**src/design/tbts_pkg.sv**
```systemverilog
`default_nettype none
// ----------------------------------------------------------------------------
// tbts_pkg
// shared types and constants for the triangle bbox / tile binning setup block
// ----------------------------------------------------------------------------
package tbts_pkg;

    localparam int SUBPIXEL_BITS_DEF      = 3;
    localparam int TILE_SIZE_LOG2_DEF     = 4;
    localparam int MAX_BATCH_PRIMS_DEF    = 16384;
    localparam int MAX_TILE_INSTANCES_DEF = 65535;

    localparam int SCISSOR_LIMIT = 2048;
    localparam int QUEUE_DEPTH   = 4;

    localparam int XW       = 32;
    localparam int YW       = 16;
    localparam int COORD_W  = 12;
    localparam int TILE_W   = 17;
    localparam int SLOT_W   = 14;

    localparam logic [TILE_W-1:0] COUNT_MAX = {TILE_W{1'b1}};

    localparam int CFG_IDX_W  = 2;
    localparam int CFG_DATA_W = 12;

    typedef enum logic [CFG_IDX_W-1:0] {
        CFG_SCISSOR_X      = 2'd0,
        CFG_SCISSOR_Y      = 2'd1,
        CFG_SCISSOR_WIDTH  = 2'd2,
        CFG_SCISSOR_HEIGHT = 2'd3
    } cfg_reg_t;

    typedef struct packed {
        logic [10:0] x;
        logic [10:0] y;
        logic [11:0] width;
        logic [11:0] height;
    } scissor_t;

    typedef struct packed {
        logic                    vis;
        logic [COORD_W-1:0]      min_x;
        logic [COORD_W-1:0]      max_x;
        logic [COORD_W-1:0]      min_y;
        logic [COORD_W-1:0]      max_y;
        logic [TILE_W-1:0]       tiles;
    } box_t;

endpackage
`default_nettype wire

```
**src/design/tbts_if.sv**
```systemverilog
`default_nettype none


interface tbts_result_if;
    logic               valid;
    logic               ready;
    logic               visible;
    logic signed [12:0] box_min_x;
    logic signed [12:0] box_max_x;
    logic signed [12:0] box_min_y;
    logic signed [12:0] box_max_y;
    logic [16:0]        num_tiles;
    logic               batch_closed;
    logic [13:0]        batch_slot;

    modport source (
        output valid, visible, box_min_x, box_max_x, box_min_y, box_max_y,
               num_tiles, batch_closed, batch_slot,
        input  ready
    );
    modport sink (
        input  valid, visible, box_min_x, box_max_x, box_min_y, box_max_y,
               num_tiles, batch_closed, batch_slot,
        output ready
    );
endinterface
`default_nettype wire

```
**src/design/tbts_back.sv**
```systemverilog
`default_nettype none
// ----------------------------------------------------------------------------
// tbts_back
// batch accounting and result output register
// ----------------------------------------------------------------------------
module tbts_back #(
    parameter int MAX_BATCH_PRIMS    = tbts_pkg::MAX_BATCH_PRIMS_DEF,
    parameter int MAX_TILE_INSTANCES = tbts_pkg::MAX_TILE_INSTANCES_DEF
) (
    input  wire logic           clk,
    input  wire logic           rst_n,
    input  wire logic           q_empty,
    input  wire tbts_pkg::box_t q_data,
    output logic                q_pop,
    tbts_result_if.source       result
);
    import tbts_pkg::*;

    localparam int CNT_W = $clog2(MAX_BATCH_PRIMS + 1);
    localparam logic [CNT_W-1:0]  MAX_CNT  = CNT_W'(MAX_BATCH_PRIMS);
    localparam logic [TILE_W:0]   TILE_LIM = (TILE_W+1)'(MAX_TILE_INSTANCES);

    logic [CNT_W-1:0]  count_reg, count_next, count_base;
    logic [TILE_W-1:0] total_reg, total_next, total_base;
    logic [TILE_W:0]   trial_sum, new_sum;
    logic              closed;
    logic              valid_reg;
    logic              vis_reg, closed_reg;
    logic [COORD_W-1:0] min_x_reg, max_x_reg, min_y_reg, max_y_reg;
    logic [TILE_W-1:0] tiles_reg;
    logic [SLOT_W-1:0] slot_reg;

    assign q_pop = !q_empty && (!valid_reg || result.ready);

    always_comb
    begin
        trial_sum  = {1'b0, total_reg} + {1'b0, q_data.tiles};
        closed     = (count_reg != '0) && ((count_reg >= MAX_CNT) || (trial_sum > TILE_LIM));
        count_base = closed ? '0 : count_reg;
        total_base = closed ? '0 : total_reg;
        count_next = count_base + CNT_W'(1);
        new_sum    = {1'b0, total_base} + {1'b0, q_data.tiles};
        total_next = new_sum[TILE_W] ? COUNT_MAX : new_sum[TILE_W-1:0];
    end

    always_ff @(posedge clk or negedge rst_n)
    begin
        if (!rst_n)
        begin
            count_reg <= '0;
            total_reg <= '0;
            valid_reg <= 1'b0;
        end
        else
        begin
            if (q_pop)
            begin
                count_reg <= count_next;
                total_reg <= total_next;
                valid_reg <= 1'b1;
            end
            else if (result.ready)
                valid_reg <= 1'b0;
        end
    end

    always_ff @(posedge clk)
    begin
        if (q_pop)
        begin
            vis_reg    <= q_data.vis;
            min_x_reg  <= q_data.min_x;
            max_x_reg  <= q_data.max_x;
            min_y_reg  <= q_data.min_y;
            max_y_reg  <= q_data.max_y;
            tiles_reg  <= q_data.tiles;
            closed_reg <= closed;
            slot_reg   <= SLOT_W'(count_base);
        end
    end

    assign result.valid        = valid_reg;
    assign result.visible      = vis_reg;
    assign result.box_min_x    = $signed({1'b0, min_x_reg});
    assign result.box_max_x    = $signed({1'b0, max_x_reg});
    assign result.box_min_y    = $signed({1'b0, min_y_reg});
    assign result.box_max_y    = $signed({1'b0, max_y_reg});
    assign result.num_tiles    = tiles_reg;
    assign result.batch_closed = closed_reg;
    assign result.batch_slot   = slot_reg;

`ifndef SYNTH
    a_closed_slot_zero: assert property (@(posedge clk) disable iff (!rst_n)
        result.valid && result.batch_closed |-> result.batch_slot == '0)
        else $error("closed batch did not restart at slot zero");

    a_invisible_empty: assert property (@(posedge clk) disable iff (!rst_n)
        result.valid && !result.visible |-> result.num_tiles == '0
            && result.box_min_x == '0 && result.box_max_x == '0
            && result.box_min_y == '0 && result.box_max_y == '0)
        else $error("invisible box carries nonzero bounds or tiles");

    a_count_bound: assert property (@(posedge clk) disable iff (!rst_n)
        count_reg <= MAX_CNT)
        else $error("batch primitive count above maximum");

    a_pop_loads: assert property (@(posedge clk) disable iff (!rst_n)
        q_pop |=> valid_reg)
        else $error("popped word not held in output register");
`endif

endmodule
`default_nettype wire

```
**src/flat_wrapper.sv**
```systemverilog
// flat-port wrapper written by rule: the top's interface ports become plain ports
module tbts_back_flat import tbts_pkg::*;
#(
    parameter int MAX_BATCH_PRIMS    = tbts_pkg::MAX_BATCH_PRIMS_DEF,
    parameter int MAX_TILE_INSTANCES = tbts_pkg::MAX_TILE_INSTANCES_DEF
)
  (clk, rst_n, q_empty, q_data, q_pop, result_valid, result_visible, result_box_min_x, result_box_max_x, result_box_min_y, result_box_max_y, result_num_tiles, result_batch_closed, result_batch_slot, result_ready);
  tbts_result_if result_i ();
  input  wire logic clk;
  input  wire logic rst_n;
  input  wire logic q_empty;
  input  wire tbts_pkg::box_t q_data;
  output logic q_pop;
  output wire logic [$bits(result_i.valid)-1:0] result_valid;
  output wire logic [$bits(result_i.visible)-1:0] result_visible;
  output wire logic [$bits(result_i.box_min_x)-1:0] result_box_min_x;
  output wire logic [$bits(result_i.box_max_x)-1:0] result_box_max_x;
  output wire logic [$bits(result_i.box_min_y)-1:0] result_box_min_y;
  output wire logic [$bits(result_i.box_max_y)-1:0] result_box_max_y;
  output wire logic [$bits(result_i.num_tiles)-1:0] result_num_tiles;
  output wire logic [$bits(result_i.batch_closed)-1:0] result_batch_closed;
  output wire logic [$bits(result_i.batch_slot)-1:0] result_batch_slot;
  input wire logic [$bits(result_i.ready)-1:0] result_ready;
  assign result_valid = result_i.valid;
  assign result_visible = result_i.visible;
  assign result_box_min_x = result_i.box_min_x;
  assign result_box_max_x = result_i.box_max_x;
  assign result_box_min_y = result_i.box_min_y;
  assign result_box_max_y = result_i.box_max_y;
  assign result_num_tiles = result_i.num_tiles;
  assign result_batch_closed = result_i.batch_closed;
  assign result_batch_slot = result_i.batch_slot;
  assign result_i.ready = result_ready;
  tbts_back #(.MAX_BATCH_PRIMS(MAX_BATCH_PRIMS), .MAX_TILE_INSTANCES(MAX_TILE_INSTANCES)) u_core (.clk(clk), .rst_n(rst_n), .q_empty(q_empty), .q_data(q_data), .q_pop(q_pop), .result(result_i));
endmodule
```
**config.mk**
```make
export PLATFORM = sky130hd
export DESIGN_NAME = tbts_back_flat
export DESIGN_NICKNAME = d
export VERILOG_FILES = /design/src/design/tbts_pkg.sv /design/src/design/tbts_if.sv /design/src/design/tbts_back.sv /design/src/flat_wrapper.sv
export SDC_FILE = /design/constraint.sdc
export NUM_CORES = 1
export LEC_CHECK = 0
export ABC_AREA = 1
export BUFFER_PORTS_ARGS = -buffer_cell sky130_fd_sc_hd__buf_2
export CAP_MARGIN = 30
export CELL_PAD_IN_SITES_DETAIL_PLACEMENT = 1
export CELL_PAD_IN_SITES_GLOBAL_PLACEMENT = 2
export CORE_ASPECT_RATIO = 1.75
export CORE_MARGIN = 3
export CORE_UTILIZATION = 30
export DETAILED_ROUTE_END_ITERATION = 6
export PLACE_DENSITY = 0.78
export REMOVE_ABC_BUFFERS = 1
export SETUP_SLACK_MARGIN = 0.5
export SLEW_MARGIN = 10
export SYNTH_ARGS = -nofsm -noshare
export SYNTH_HDL_FRONTEND = slang
export SYNTH_SLANG_ARGS = --single-unit
```
**constraint.sdc**
```tcl
create_clock -name clk -period 6.4 [get_ports clk]
set_clock_uncertainty 0.1 [all_clocks]
set_input_delay 0.64 -clock clk [delete_from_list [all_inputs] [get_ports clk]]
set_output_delay 0.64 -clock clk [all_outputs]
set_load 0.05 [all_outputs]
```
# Word-level counts from Yosys, hierarchy flattened
# Index checks and enable logic that the tools add are counted.
[totals]
latch_bits = 0
output_inout_bits = 87
register_bits = 114
wordCells = 29
inputBits = 70
rom_bits = 0
n_memories = 0
mem_bits_rw = 0
[classes]
shifts = 0
n_mux = 5
multipliers = 0
reduce_logical = 8
magnitude_cmp = 2
bitwise_logic = 0
div = 0
n_eq_ne = 0
add_sub_neg = 3
[ops]
columns = ["op", "n"]
rows = [
  ["$add A17 B17 Y18", 2],
  ["$mux W17", 2],
  ["$gt A18 B16 Y1 const B", 1],
  ["$add A15 B1 Y15 const B", 1],
  ["$ge A15 B15 Y1 const B", 1],
  ["$mux W15", 1],
  ["$reduce_bool A15 Y1", 1],
  ["$logic_and A1 B1 Y1", 2],
  ["$logic_not A1 Y1", 2],
  ["$logic_or A1 B1 Y1", 2],
  ["$mux W1", 2],
  ["$reduce_bool A2 Y1", 1],
]

# Depth between registers and ports, before layout
# Gate-level depths: netlist (run 1).
[logic_depth]
word_depth = 7
mapped_depth = 29
depth_no_buf = 27

# Worst setup path before layout (run 1)
# OpenSTA, ideal clock, no wires.
[synth_timing]
kind = "input-to-output"
startpoint = "input result_ready"
endpoint = "output q_pop"
t_required_ns = 5.660
arrival_time_ns = 3.766
slack_ns = 1.894
stages = 3
n_path_buf = 1
cell_sequence = "inv_1 > a21oi_2 > clkbuf_1"
[synth_between]
elab_chain_cells = 2
[synth_rtl]
columns = ["element", "line", "source"]
rows = [
  ["start, declared", "flat_wrapper.sv:23", "input wire logic [$bits(result_i.ready)-1:0] result_ready;"],
  ["$logic_or A1 B1 Y1", "tbts_back.sv:33", "assign q_pop = !q_empty && (!valid_reg || result.ready);"],
  ["$logic_and A1 B1 Y1", "tbts_back.sv:33", ""],
  ["end, declared", "flat_wrapper.sv:13", "output logic q_pop;"],
]
# No other way between the ends.

# Final worst setup path (run 1)
[layout_timing]
startpoint = "register u_core.total_reg[0]"
endpoint = "register u_core.total_reg[12]"
[layout_between]
elab_chain_cells = 7
[layout_rtl]
columns = ["element", "line", "source"]
rows = [
  ["start, declared", "tbts_back.sv:24", "logic [TILE_W-1:0] total_reg, total_next, total_base;"],
  ["start signal, assigned", "tbts_back.sv:59", "total_reg <= total_next;"],
  ["$add A17 B17 Y18", "tbts_back.sv:37", "trial_sum = {1'b0, total_reg} + {1'b0, q_data.tiles};"],
  ["$gt A18 B16 Y1", "tbts_back.sv:38", "closed = (count_reg != '0) && ((count_reg >= MAX_CNT) || (trial_sum > TILE_LIM));"],
  ["$logic_or A1 B1 Y1", "tbts_back.sv:38", ""],
  ["$logic_and A1 B1 Y1", "tbts_back.sv:38", ""],
  ["$mux W17 (*)", "tbts_back.sv:40", "total_base = closed ? '0 : total_reg;"],
  ["$add A17 B17 Y18 (*)", "tbts_back.sv:42", "new_sum = {1'b0, total_base} + {1'b0, q_data.tiles};"],
  ["$mux W17 (*)", "tbts_back.sv:43", "total_next = new_sum[TILE_W] ? COUNT_MAX : new_sum[TILE_W-1:0];"],
]
# Mark *: on every way between the ends. The rest lies on a longest branch, timed or not.
# A chain may end at the register's enable or synchronous reset.

==> results of run 1 <==
## per-layer routing
layer / part of all wire / GRT usage / up-vias / routed length, um
li1: - / - / 2114 / -
met1: 0.35 / 0.147 / 2116 / 5380
met2: 0.59 / 0.313 / 90 / 9140
met3: 0.032 / 0.0290 / 23 / 498
met4: 0.027 / 0.0667 / 0 / 419
met5: 0 / 0 / - / 0
## synthesized netlist by cell type (all sizes together)
library cell / n
a211oi: 1
a21boi: 1
a21o: 2
a21oi: 31
a22oi: 1
a31oi: 1
buf: 7
clkbuf: 5
conb: 1
dfrtp: 33
edfxtp: 81
fa: 2
ha: 35
inv: 67
nand2: 110
nand3: 20
nand4: 4
nor2: 63
nor3: 5
nor4: 1
o211ai: 1
o21ai: 36
o21bai: 2
o31ai: 3
xnor2: 7
xor2: 14
## stage by stage
stage	cells	setup slack, ps	power (mW)
after global routing	945	1240	3.58
after CTS	945	1560	3.37
after detailed placement	913	1220	2.37
after global placement	913	1300	2.34
after floorplan	525	192	2.00
final	945	1620	3.32
## critical path: cells and delay by family (launching register included)
kind | cells | cell delay, ps
AOI/OAI and AO/OA | 5 | 1050
buffers and inverters | 1 | 360
DFF | 1 | 400
and+or+nand+nor | 14 | 1110
xor gates and xnor gates | 1 | 190
adders and majority gates | 4 | 1390
## cells in the final DEF (no fill, tap or decap), drive strengths merged, types with 2 or more instances in the layout
cell type,n
nor3,5
o31ai,3
dfrtp,33
a21o,2
clkinvlp,3
nor2,63
inv,70
conb,4
nand2,110
nand4,4
a21oi,31
ha,35
xor2,14
edfxtp,81
fa,2
clkinv,6
xnor2,7
o21ai,36
o21bai,2
clkbuf,17
bufinv,3
buf,154
nand3,20
## final timing paths
| path | slack, ps | end | cells after the start | startpoint |
|---|---|---|---|---|
| setup / recovery | 1620 | u_core.total_reg[12] | 25 | u_core.total_reg[0] |
| hold / removal | 230 | u_core.count_reg[2] | 1 | rst_n |
| setup reg to reg | 1620 | u_core.total_reg[12] | 25 | u_core.total_reg[0] |
| hold reg to reg | 420 | u_core.count_reg[14] | 2 | u_core.count_reg[14] |
| max in group asynchronous | 5440 | u_core.total_reg[12] | 1 | rst_n |
| min in group clk | 300 | u_core.max_y_reg[10] | 1 | q_data[27] |
## power by group through the flow
| stage | clock [mW] | sequential, mW | combinational [mW] |
|---|---|---|---|
| 2_1_floorplan | 0 | 1.08 | 0.918 |
| 3_3_place_gp | 0 | 0.971 | 1.37 |
| 3_5_place_dp | 0 | 0.978 | 1.40 |
| 4_1_cts | 0.998 | 0.963 | 1.41 |
| 5_1_grt | 1.03 | 0.973 | 1.58 |
| 6_report | 0.973 | 0.962 | 1.39 |
## area by class of cell
cell class | count | area (um^2) | area share
repair buffers | 154 | 776 | 0.107
clock buffers | 17 | 425 | 0.0588
well taps | 234 | 293 | 0.0404
flip-flops and latches | 114 | 3260 | 0.450
multi-input cells | 344 | 2050 | 0.284
clock inverters | 15 | 181 | 0.0251
inverters | 67 | 254 | 0.0351
## cell families after synthesis
family / Yosys count / share of synthesized area
adder cells (fa/ha/maj): 37 / 0.0850
AO/OA/AOI/OAI: 79 / 0.0768
AND/OR/NAND/NOR: 203 / 0.167
buffers and inverters: 79 / 0.0583
flip-flops: 114 / 0.580
other: 1 / 0.000667
XOR/XNOR: 21 / 0.0327
==> flow_results.xml, run 1 <==
<?xml version="1.0" encoding="UTF-8"?>
<metrics>
  <group name="power_and_ir_drop">
    <metric name="switching_power" unit="mW">1.36</metric>
    <metric name="power_density" unit="nW/um^2">459</metric>
    <metric name="share_seq_of_total_power" unit="">0.290</metric>
    <metric name="cellLeakagePower" unit="nW">3.32</metric>
    <metric name="power.ir.vdd_worst" unit="V">0.000174</metric>
    <metric name="netSwitchingFraction" unit="">0.409</metric>
    <metric name="internal_power" unit="mW">1.96</metric>
    <metric name="p_clk_frac" unit="">0.293</metric>
    <metric name="power.share.combinational" unit="">0.418</metric>
  </group>
  <group name="route">
    <metric name="finalWirelength" unit="mm">15.4</metric>
    <metric name="vias" unit="">4343</metric>
    <metric name="drt_iter0_markers" unit="">159</metric>
    <metric name="drt_drc_violations_left" unit="">0</metric>
    <metric name="drt_first_pass_iters" unit="">4</metric>
    <metric name="wl_per_cell" unit="um">16.3</metric>
    <metric name="viasPerCell" unit="">4.60</metric>
    <metric name="antenna_left" unit="">0</metric>
  </group>
  <group name="yosys">
    <metric name="synth_largest_area_cell" unit="">sky130_fd_sc_hd__edfxtp_1</metric>
    <metric name="yosys.area.top_type_share" unit="">0.433</metric>
    <metric name="avgSynthCellArea" unit="um^2">10.5</metric>
    <metric name="synth_cells" unit="">534</metric>
    <metric name="yosys_warnings" unit="">0</metric>
    <metric name="netlist-cell-type-count" unit="">41</metric>
    <metric name="synth.top_cells.by_area" unit="">sky130_fd_sc_hd__edfxtp_1 (43%), sky130_fd_sc_hd__dfrtp_1 (15%), sky130_fd_sc_hd__ha_1 (7.8%), sky130_fd_sc_hd__nand2_1 (7.1%), sky130_fd_sc_hd__inv_1 (4.3%)</metric>
    <metric name="synth-seq-cells" unit="">114</metric>
    <metric name="synth-seq-area-share" unit="">0.580</metric>
    <metric name="synth_area" unit="um^2">5620</metric>
  </group>
  <group name="timing">
    <metric name="finalCritPeriodShare" unit="">0.747</metric>
    <metric name="rsz0062_at_grt" unit="">no</metric>
    <metric name="setup_total_negative_slack" unit="ps">0</metric>
    <metric name="tightest_slew" unit="ps">883</metric>
    <metric name="max_slew_margin" unit="">0.411</metric>
    <metric name="fin_crit" unit="ps">4780</metric>
    <metric name="hold_viol_final" unit="">0</metric>
    <metric name="max_freq" unit="MHz">209</metric>
    <metric name="final.hold.worst_slack" unit="ps">225</metric>
    <metric name="setup_viol" unit="">0</metric>
    <metric name="final-max-slew-violation-count" unit="">0</metric>
  </group>
  <group name="setup_path">
    <metric name="worstSetupStartpointType" unit="">flop</metric>
    <metric name="critical-path-top-cell-by-count" unit="">sky130_fd_sc_hd__nand2_1</metric>
    <metric name="crit_slowest_cell" unit="">sky130_fd_sc_hd__fa_1</metric>
    <metric name="criticalPathCategory" unit="">reg -&gt; reg</metric>
    <metric name="max_stage_delay" unit="ps">450</metric>
    <metric name="critical_path_required" unit="ps">6550</metric>
    <metric name="timing.critical_path.arrival" unit="ps">4940</metric>
    <metric name="end_kind" unit="">flop</metric>
    <metric name="critical_path.max_fanout" unit="">29</metric>
  </group>
  <group name="run_status">
    <metric name="run_status" unit="">finished clean</metric>
  </group>
  <group name="global_routing">
    <metric name="maximum_number_of_pins_on_one_net_before_global_route_repair" unit="">78</metric>
    <metric name="global_route.usage.total" unit="">0.157</metric>
    <metric name="antenna_found_initial" unit="">0</metric>
    <metric name="number_of_global_route_vias_before_repair" unit="">4905</metric>
    <metric name="globalRoute.totalOverflow" unit="">0</metric>
    <metric name="wire_length_of_the_first_global_routing_pass" unit="mm">24.6</metric>
  </group>
  <group name="finish">
    <metric name="n_fill_cell" unit="">2116</metric>
    <metric name="num_antenna_cells" unit="">0</metric>
    <metric name="post-route-cell-area" unit="um^2">7240</metric>
    <metric name="area.growth.synth_to_final" unit="%">28.8</metric>
    <metric name="drive_above_1_share" unit="">0.287</metric>
    <metric name="finish.net_count" unit="">805</metric>
    <metric name="post-route-util" unit="">0.397</metric>
  </group>
  <group name="clocking">
    <metric name="cts_made_buffers" unit="">17</metric>
    <metric name="worst_setup_hold_path_clk_slew" unit="ps">60</metric>
    <metric name="cts_hold_repair.buffers" unit="">0</metric>
    <metric name="post_cts_resized" unit="">0</metric>
    <metric name="cts_sinks" unit="">114</metric>
    <metric name="h-tree-depth" unit="">4</metric>
    <metric name="clk-insertion-delay-late" unit="ps">420</metric>
    <metric name="cts-root-to-sink-buffers" unit="">2</metric>
    <metric name="cts_tree" unit="">yes</metric>
    <metric name="cts_setup_buffers" unit="">0</metric>
    <metric name="cts.root.buffer_cell" unit="">sky130_fd_sc_hd__clkbuf_16</metric>
  </group>
  <group name="floorplan">
    <metric name="die-area" unit="um^2">20500</metric>
    <metric name="floorplan.rows" unit="">65</metric>
    <metric name="core_region_area" unit="um^2">18200</metric>
    <metric name="design.portCount" unit="">157</metric>
    <metric name="die_span_in_y" unit="um">187</metric>
    <metric name="initial_core_util" unit="">0.309</metric>
    <metric name="chipWidth" unit="um">109</metric>
  </group>
  <group name="flow_run">
    <metric name="maxCapViolations" unit="">0</metric>
  </group>
  <group name="hold_path">
    <metric name="min-delay-path-class" unit="">in -&gt; async</metric>
  </group>
  <group name="place">
    <metric name="port-buffer-count" unit="">152</metric>
    <metric name="gp_congestion" unit="">0.791</metric>
    <metric name="placed_cell_area" unit="um^2">6630</metric>
    <metric name="place.detailed.hpwl" unit="mm">11.8</metric>
  </group>
</metrics>
No activity file was read; power rests on OpenSTA's default activity.
==> run 2, diff against run 1 <==
--- a/config.mk
+++ b/config.mk
@@ -5,7 +5,7 @@
 export SDC_FILE = /design/constraint.sdc
 export NUM_CORES = 1
 export LEC_CHECK = 0
-export ABC_AREA = 1
+export ABC_AREA = 0
 export BUFFER_PORTS_ARGS = -buffer_cell sky130_fd_sc_hd__buf_2
 export CAP_MARGIN = 30
 export CELL_PAD_IN_SITES_DETAIL_PLACEMENT = 1
@@ -14,7 +14,7 @@
 export CORE_MARGIN = 3
 export CORE_UTILIZATION = 30
 export DETAILED_ROUTE_END_ITERATION = 6
-export PLACE_DENSITY = 0.78
+export PLACE_DENSITY = 0.75
 export REMOVE_ABC_BUFFERS = 1
 export SETUP_SLACK_MARGIN = 0.5
 export SLEW_MARGIN = 10
==> constraint.sdc (replaced) <==
create_clock -name clk -period 4.5 [get_ports clk]
set_clock_uncertainty 0.1 [all_clocks]
set_input_delay 0.45 -clock clk [delete_from_list [all_inputs] [get_ports clk]]
set_output_delay 0.45 -clock clk [all_outputs]
set_load 0.05 [all_outputs]
==> flow_results.xml, run 2 <==
<?xml version="1.0" encoding="UTF-8"?>
<metrics>
  <group name="route">
    <metric name="wl_per_cell" unit="um">17.6</metric>
    <metric name="drt_drc_violations_left" unit="">0</metric>
    <metric name="vias" unit="">4098</metric>
    <metric name="drt_first_pass_iters" unit="">4</metric>
    <metric name="antenna_left" unit="">0</metric>
    <metric name="finalWirelength" unit="mm">14.7</metric>
    <metric name="viasPerCell" unit="">4.90</metric>
    <metric name="drt_iter0_markers" unit="">142</metric>
  </group>
  <group name="clocking">
    <metric name="worst_setup_hold_path_clk_slew" unit="ps">60</metric>
    <metric name="cts-root-to-sink-buffers" unit="">2</metric>
    <metric name="cts.root.buffer_cell" unit="">sky130_fd_sc_hd__clkbuf_16</metric>
    <metric name="cts_sinks" unit="">114</metric>
    <metric name="clk-insertion-delay-late" unit="ps">410</metric>
    <metric name="h-tree-depth" unit="">4</metric>
    <metric name="cts_hold_repair.buffers" unit="">0</metric>
    <metric name="cts_tree" unit="">yes</metric>
    <metric name="cts_made_buffers" unit="">17</metric>
  </group>
  <group name="power_and_ir_drop">
    <metric name="p_total" unit="mW">5.13</metric>
    <metric name="netSwitchingFraction" unit="">0.358</metric>
    <metric name="power_density" unit="nW/um^2">692</metric>
    <metric name="share_seq_of_total_power" unit="">0.264</metric>
    <metric name="power.ir.vdd_worst" unit="V">0.000289</metric>
    <metric name="power.share.combinational" unit="">0.458</metric>
    <metric name="cellLeakagePower" unit="nW">3.20</metric>
    <metric name="p_clk_frac" unit="">0.278</metric>
    <metric name="switching_power" unit="mW">1.84</metric>
    <metric name="internal_power" unit="mW">3.30</metric>
  </group>
  <group name="yosys">
    <metric name="synth_area" unit="um^2">5350</metric>
    <metric name="synth_largest_area_cell" unit="">sky130_fd_sc_hd__edfxtp_1</metric>
    <metric name="synth.most_common_cell" unit="">sky130_fd_sc_hd__edfxtp_1</metric>
    <metric name="synth_cells" unit="">403</metric>
    <metric name="synth-seq-cells" unit="">114</metric>
    <metric name="synth.top_cells.by_area" unit="">sky130_fd_sc_hd__edfxtp_1 (45%), sky130_fd_sc_hd__dfrtp_1 (15%), sky130_fd_sc_hd__ha_1 (8.2%), sky130_fd_sc_hd__and2_1 (3.5%), sky130_fd_sc_hd__o22a_1 (2.6%)</metric>
    <metric name="async_flop_share" unit="">0.289</metric>
    <metric name="netlist-cell-type-count" unit="">56</metric>
    <metric name="avgSynthCellArea" unit="um^2">13.3</metric>
    <metric name="synth_edf_count" unit="">81</metric>
    <metric name="yosys_warnings" unit="">0</metric>
    <metric name="dominantRegCellSynth" unit="">sky130_fd_sc_hd__edfxtp_1</metric>
    <metric name="synth_common_cells" unit="">sky130_fd_sc_hd__edfxtp_1 (81), sky130_fd_sc_hd__ha_1 (35), sky130_fd_sc_hd__dfrtp_1 (33), sky130_fd_sc_hd__and2_1 (30), sky130_fd_sc_hd__nand2_1 (25)</metric>
    <metric name="synth-seq-area-share" unit="">0.609</metric>
    <metric name="yosys.area.top_type_share" unit="">0.455</metric>
  </group>
  <group name="finish">
    <metric name="final_cell_mix" unit="">sky130_fd_sc_hd__buf_2 (152), sky130_fd_sc_hd__edfxtp_1 (81), sky130_fd_sc_hd__dfrtp_1 (33)</metric>
    <metric name="num_antenna_cells" unit="">0</metric>
    <metric name="area.growth.synth_to_final" unit="%">38.6</metric>
    <metric name="finish.net_count" unit="">701</metric>
    <metric name="mostFrequentLayoutCell" unit="">sky130_fd_sc_hd__buf_2</metric>
    <metric name="n_fill_cell" unit="">1891</metric>
    <metric name="drive_above_1_share" unit="">0.408</metric>
    <metric name="post-route-util" unit="">0.423</metric>
  </group>
  <group name="setup_path">
    <metric name="worst_reg2reg_setup_slack" unit="ps">490</metric>
    <metric name="critical_path_required" unit="ps">4700</metric>
    <metric name="worstSetupStartpointType" unit="">flop</metric>
    <metric name="criticalPathCategory" unit="">reg -&gt; reg</metric>
    <metric name="critical_path.max_fanout" unit="">7</metric>
    <metric name="timing.critical_path.arrival" unit="ps">4210</metric>
    <metric name="end_kind" unit="">flop</metric>
    <metric name="ff2ff_path_depth" unit="">17</metric>
    <metric name="r2r_path_start" unit="">u_core.total_reg[0]</metric>
    <metric name="crit-reg2reg-capture" unit="">u_core.total_reg[12]</metric>
  </group>
  <group name="global_routing">
    <metric name="maximum_number_of_pins_on_one_net_before_global_route_repair" unit="">53</metric>
    <metric name="globalRoute.totalOverflow" unit="">0</metric>
    <metric name="number_of_global_route_vias_before_repair" unit="">4491</metric>
    <metric name="antenna_found_initial" unit="">0</metric>
    <metric name="wire_length_of_the_first_global_routing_pass" unit="mm">22.3</metric>
    <metric name="global_route.usage.total" unit="">0.148</metric>
  </group>
  <group name="place">
    <metric name="port-buffer-count" unit="">152</metric>
    <metric name="dpl_ws" unit="ps">-85.0</metric>
    <metric name="place.detailed.hpwl" unit="mm">10.9</metric>
    <metric name="gp_congestion" unit="">0.833</metric>
  </group>
  <group name="floorplan">
    <metric name="floorplan.rows" unit="">64</metric>
    <metric name="initial_core_util" unit="">0.305</metric>
    <metric name="core_region_area" unit="um^2">17500</metric>
    <metric name="die_span_in_y" unit="um">183</metric>
    <metric name="chipWidth" unit="um">107</metric>
    <metric name="design.portCount" unit="">157</metric>
    <metric name="die-area" unit="um^2">19500</metric>
  </group>
  <group name="timing">
    <metric name="rsz0062_at_grt" unit="">yes</metric>
    <metric name="final-max-slew-violation-count" unit="">0</metric>
    <metric name="max_slew_margin" unit="">0.415</metric>
    <metric name="tightest_slew" unit="ps">878</metric>
    <metric name="layout_setup_ws" unit="ps">485</metric>
    <metric name="max_freq" unit="MHz">249</metric>
    <metric name="fin_crit" unit="ps">4010</metric>
    <metric name="finalCritPeriodShare" unit="">0.892</metric>
    <metric name="setup_viol" unit="">0</metric>
    <metric name="hold_viol_final" unit="">0</metric>
  </group>
  <group name="flow_run">
    <metric name="maxCapViolations" unit="">0</metric>
  </group>
  <group name="run_status">
    <metric name="run_status" unit="">finished clean</metric>
  </group>
  <group name="hold_path">
    <metric name="min-delay-path-class" unit="">in -&gt; async</metric>
  </group>
</metrics>
==> run 2: cell count changes after synthesis, sizes merged, moves of 7 or more <==
cell | previous run | this run
a21o | 2 | 9
inv | 67 | 5
nand2 | 110 | 28
o21ai | 36 | 19
a21oi | 31 | 24
nor2 | 63 | 11
xor2 | 14 | 5
and3 | 0 | 7
o22a | 0 | 17
and2 | 0 | 30
nand2b | 0 | 7
nand3 | 20 | 8
==> run 2: how the worst max path moves through the flow <==
| stage | start | cells after the start | slack [ps] | endpoint |
|---|---|---|---|---|
| global route | u_core.total_reg[0] | 17 | 330 | u_core.total_reg[7] |
| detailed placement | q_data[0] | 18 | -80 | u_core.total_reg[7] |
| finish | u_core.total_reg[0] | 17 | 490 | u_core.total_reg[12] |
| global placement | q_data[0] | 18 | 40 | u_core.total_reg[2] |
| CTS | u_core.total_reg[0] | 17 | 480 | u_core.total_reg[7] |
| floorplan | q_data[0] | 16 | 400 | u_core.total_reg[0] |
==> run 2: metal layers <==
metal  share of wire  global-route usage  vias to the layer above  routed length [um]
li1                -                   -                     1918                   -
met1            0.33               0.132                     2005                4910
met2            0.58               0.295                      148                8540
met3           0.056              0.0375                       27                 832
met4           0.031              0.0727                        0                 457
met5               0                   0                        -                   0
==> run 2: final cells by class <==
type	count	area, um^2	area share
sequential	114	3260	0.439
multi-input combinational	274	2190	0.296
clock inverter	12	189	0.0255
clock buffer	19	433	0.0584
tap	231	289	0.0390
timing repair buffer	182	1030	0.139
inverter	5	21.3	0.00287
==> run 2: worst max-delay path, stage by stage, from the launching register on <==
cell and delay, ps:
sky130_fd_sc_hd__dfrtp_1 390, sky130_fd_sc_hd__ha_2 200, sky130_fd_sc_hd__fa_2 340, sky130_fd_sc_hd__a21oi_2 140, sky130_fd_sc_hd__o21ai_2 80, sky130_fd_sc_hd__a221o_1 410, sky130_fd_sc_hd__o221a_4 280, sky130_fd_sc_hd__nand2_4 110
sky130_fd_sc_hd__and2_4 170, sky130_fd_sc_hd__ha_4 190, sky130_fd_sc_hd__a21o_1 170, sky130_fd_sc_hd__nand4_1 160, sky130_fd_sc_hd__a311oi_4 150, sky130_fd_sc_hd__nor4b_4 290, sky130_fd_sc_hd__o21ai_2 100, sky130_fd_sc_hd__a31o_4 260
sky130_fd_sc_hd__clkbuf_16 170, sky130_fd_sc_hd__o22a_1 180
==> run 2: cells by family after synthesis <==
group / share of synthesized area
AO/OA/AOI/OAI: 0.128
XOR/XNOR: 0.0213
adder cells (fa/ha/maj): 0.0893
buffers and inverters: 0.0203
flip-flops: 0.609
multiplexers: 0.00468
other: 0.000701
AND/OR/NAND/NOR: 0.127
==> run 2: power groups by stage <==
stage	sequential, mW	clock [mW]	combinational (mW)
after floorplan	1.51	0	1.23
after detailed placement	1.37	0	1.99
final	1.36	1.43	2.35
after global placement	1.36	0	1.91
after global routing	1.37	1.50	2.57
after CTS	1.36	1.45	2.15
==> run 2: repair_timing <==
| action | CTS | global route |
|---|---|---|
| gates cloned | 1 | 1 |
| buffers inserted | 4 | 4 |
| setup endpoints to repair | 20 | 20 |
| gates resized for setup | 21 | 18 |
| hold endpoints to repair | 0 | 0 |
| pin swaps | 16 | 16 |
==> run 2: metrics by stage <==
step           TNS, ps  hold WS, ps  std cells  area [um^2]
6_report             0         63.8        837         7420
5_1_grt              0         92.2        837         7420
4_1_cts              0         74.0        832         7260
3_5_place_dp     -1290          414        796         6490
3_3_place_gp         0          385        796         6490
2_1_floorplan        0         54.4        392         5270
==> run 3, diff against run 2 <==
--- a/config.mk
+++ b/config.mk
@@ -14,7 +14,8 @@
 export CORE_MARGIN = 3
 export CORE_UTILIZATION = 30
 export DETAILED_ROUTE_END_ITERATION = 6
-export PLACE_DENSITY = 0.75
+export MAX_ROUTING_LAYER = met4
+export PLACE_DENSITY = 0.78
 export REMOVE_ABC_BUFFERS = 1
 export SETUP_SLACK_MARGIN = 0.5
 export SLEW_MARGIN = 10
==> constraint.sdc (replaced) <==
create_clock -name clk -period 3.4 [get_ports clk]
set_clock_uncertainty 0.1 [all_clocks]
set_input_delay 0.34 -clock clk [delete_from_list [all_inputs] [get_ports clk]]
set_output_delay 0.34 -clock clk [all_outputs]
set_load 0.05 [all_outputs]
==> flow_results.xml, run 3 (synthesized netlist as in run 2, its figures left out) <==
<?xml version="1.0" encoding="UTF-8"?>
<metrics>
  <group name="run_status">
    <metric name="run_status" unit="">finished, violations left</metric>
    <metric name="violated_checks" unit="">negative setup slack</metric>
  </group>
  <group name="place">
    <metric name="cell_count_after_placement" unit="">872</metric>
    <metric name="port-buffer-count" unit="">152</metric>
    <metric name="placed_cell_area" unit="um^2">7070</metric>
    <metric name="place.detailed.hpwl" unit="mm">11.9</metric>
    <metric name="gp_congestion" unit="">0.853</metric>
  </group>
  <group name="floorplan">
    <metric name="die-area" unit="um^2">19500</metric>
    <metric name="chipWidth" unit="um">107</metric>
    <metric name="die_span_in_y" unit="um">183</metric>
    <metric name="floorplan.rows" unit="">64</metric>
    <metric name="core_region_area" unit="um^2">17500</metric>
    <metric name="design.portCount" unit="">157</metric>
    <metric name="initial_core_util" unit="">0.305</metric>
  </group>
  <group name="setup_path">
    <metric name="critical-path-top-cell-by-count" unit="">sky130_fd_sc_hd__buf_4</metric>
    <metric name="r2r_path_start" unit="">u_core.total_reg[0]</metric>
    <metric name="crit_slowest_cell" unit="">sky130_fd_sc_hd__a221o_1</metric>
    <metric name="end_kind" unit="">flop</metric>
    <metric name="timing.critical_path.cells" unit="">ha_2, fa_2, a21oi_2, o21ai_2, a221o_1, o221a_4, nand2_8, and2_4, ha_4, a21o_1, nand4_1, a311oi_2, buf_4, nor4b_4, buf_4, o21ai_4, a31o_4, o22a_1</metric>
    <metric name="critical_path_endpoint" unit="">u_core.total_reg[7]</metric>
    <metric name="start_point_of_the_critical_path" unit="">u_core.total_reg[0]</metric>
    <metric name="critical_path.max_fanout" unit="">8</metric>
    <metric name="ff2ff_path_depth" unit="">18</metric>
    <metric name="max_stage_delay" unit="ps">410</metric>
    <metric name="critical_path_required" unit="ps">3590</metric>
    <metric name="worstSetupStartpointType" unit="">flop</metric>
    <metric name="crit-reg2reg-capture" unit="">u_core.total_reg[7]</metric>
    <metric name="criticalPathCategory" unit="">reg -&gt; reg</metric>
    <metric name="timing.critical_path.arrival" unit="ps">4260</metric>
    <metric name="worst_reg2reg_setup_slack" unit="ps">-660</metric>
  </group>
  <group name="clocking">
    <metric name="cts.root.buffer_cell" unit="">sky130_fd_sc_hd__clkbuf_16</metric>
    <metric name="cts_tree" unit="">yes</metric>
    <metric name="cts-root-to-sink-buffers" unit="">2</metric>
    <metric name="clk-insertion-delay-late" unit="ps">410</metric>
    <metric name="worst_setup_hold_path_clk_slew" unit="ps">50</metric>
    <metric name="cts_sinks" unit="">114</metric>
    <metric name="h-tree-depth" unit="">4</metric>
    <metric name="cts_made_buffers" unit="">17</metric>
  </group>
  <group name="finish">
    <metric name="final_cell_mix" unit="">sky130_fd_sc_hd__buf_2 (152), sky130_fd_sc_hd__buf_4 (107), sky130_fd_sc_hd__edfxtp_1 (81)</metric>
    <metric name="drive_above_1_share" unit="">0.465</metric>
    <metric name="num_antenna_cells" unit="">0</metric>
    <metric name="post-route-cell-area" unit="um^2">8580</metric>
    <metric name="finish.net_count" unit="">828</metric>
    <metric name="n_fill_cell" unit="">1866</metric>
    <metric name="post-route-util" unit="">0.489</metric>
    <metric name="area.growth.synth_to_final" unit="%">60.3</metric>
    <metric name="instances_no_fill" unit="">965</metric>
    <metric name="mostFrequentLayoutCell" unit="">sky130_fd_sc_hd__buf_2</metric>
  </group>
  <group name="timing">
    <metric name="setup_total_negative_slack" unit="ps">-12760</metric>
    <metric name="max_freq" unit="MHz">246</metric>
    <metric name="setup_viol" unit="">23</metric>
    <metric name="hold_viol_final" unit="">0</metric>
    <metric name="finalCritPeriodShare" unit="">1.20</metric>
    <metric name="final.hold.worst_slack" unit="ps">17.0</metric>
    <metric name="final-max-slew-violation-count" unit="">0</metric>
    <metric name="layout_setup_ws" unit="ps">-665</metric>
    <metric name="fin_crit" unit="ps">4060</metric>
    <metric name="rsz0062_at_grt" unit="">yes</metric>
    <metric name="max_slew_margin" unit="">0.423</metric>
    <metric name="tightest_slew" unit="ps">865</metric>
  </group>
  <group name="power_and_ir_drop">
    <metric name="internal_power" unit="mW">4.93</metric>
    <metric name="cellLeakagePower" unit="nW">3.79</metric>
    <metric name="power.ir.vdd_worst" unit="V">0.000424</metric>
    <metric name="power_density" unit="nW/um^2">897</metric>
    <metric name="p_clk_frac" unit="">0.240</metric>
    <metric name="share_seq_of_total_power" unit="">0.230</metric>
    <metric name="power.share.combinational" unit="">0.529</metric>
    <metric name="switching_power" unit="mW">2.76</metric>
    <metric name="netSwitchingFraction" unit="">0.359</metric>
  </group>
  <group name="global_routing">
    <metric name="number_of_global_route_vias_before_repair" unit="">5307</metric>
    <metric name="antenna_found_initial" unit="">0</metric>
    <metric name="wire_length_of_the_first_global_routing_pass" unit="mm">27.7</metric>
    <metric name="global_route.usage.total" unit="">0.191</metric>
    <metric name="maximum_number_of_pins_on_one_net_before_global_route_repair" unit="">36</metric>
    <metric name="globalRoute.totalOverflow" unit="">0</metric>
  </group>
  <group name="route">
    <metric name="viasPerCell" unit="">4.88</metric>
    <metric name="vias" unit="">4709</metric>
    <metric name="finalWirelength" unit="mm">18.3</metric>
    <metric name="drt_first_pass_iters" unit="">5</metric>
    <metric name="wl_per_cell" unit="um">19.0</metric>
    <metric name="drt_drc_violations_left" unit="">0</metric>
    <metric name="drt_iter0_markers" unit="">180</metric>
    <metric name="antenna_left" unit="">0</metric>
  </group>
  <group name="flow_run">
    <metric name="maxCapViolations" unit="">0</metric>
  </group>
  <group name="hold_path">
    <metric name="min-delay-path-class" unit="">in -&gt; reg</metric>
    <metric name="min_from" unit="">q_data[64]</metric>
  </group>
</metrics>
==> run 3: per-stage QoR <==
step                setup WS (ps)  power [mW]
CTS                          -611        7.37
detailed placement          -1250        4.97
finish                       -665        7.69
floorplan                    -611        3.62
global placement            -1080        4.82
global route                 -811        8.13
==> run 3: power by group through the flow <==
stage	logic [mW]	clock network [mW]	registers, mW
detailed placement	3.18	0	1.79
CTS	3.73	1.87	1.77
finish	4.07	1.85	1.77
floorplan	1.63	0	1.99
global route	4.41	1.93	1.78
global placement	3.05	0	1.78
==> run 3: area by class of cell <==
class | count | area (um^2) | area share
clock inverter | 12 | 165 | 0.0193
inverter | 5 | 23.8 | 0.00277
multi-input combinational | 274 | 2290 | 0.267
clock buffer | 20 | 437 | 0.0509
sequential | 114 | 3260 | 0.380
timing repair buffer | 309 | 2110 | 0.246
tap | 231 | 289 | 0.0337
==> run 3: routing by layer <==
metal  share of wire  track usage  up-vias
li1                -            -     2176
met1            0.34        0.172     2300
met2            0.57        0.371      177
met3           0.041       0.0290       56
met4           0.046        0.103        0
met5               0            -        -
==> run 3: worst min-delay path by stage <==
stage	to	slack, ps	cells past startpoint
3_3_place_gp	u_core.result.valid	380	1
3_5_place_dp	u_core.count_reg[2]	390	1
6_report	u_core.min_x_reg[11]	20	1
2_1_floorplan	u_core.count_reg[0]	-60	0
5_1_grt	u_core.min_x_reg[1]	0.6	1
4_1_cts	u_core.max_y_reg[1]	0.4	1
==> run 3: timing repair <==
item,CTS,global route
gates resized for setup,44,19
setup endpoints to repair,32,31
pin swaps,19,26
hold buffers,41,0
buffers inserted,11,7
cloned,1,1
hold endpoints to repair,73,0
==> run 3: critical path, delay by kind of cell, from the launching register on <==
family	cells	cell delay [ps]
AOI/OAI and AO/OA	9	1800
adders and majority gates	3	730
and+or+nand+nor	4	590
buffers and inverters	2	330
DFF	1	390
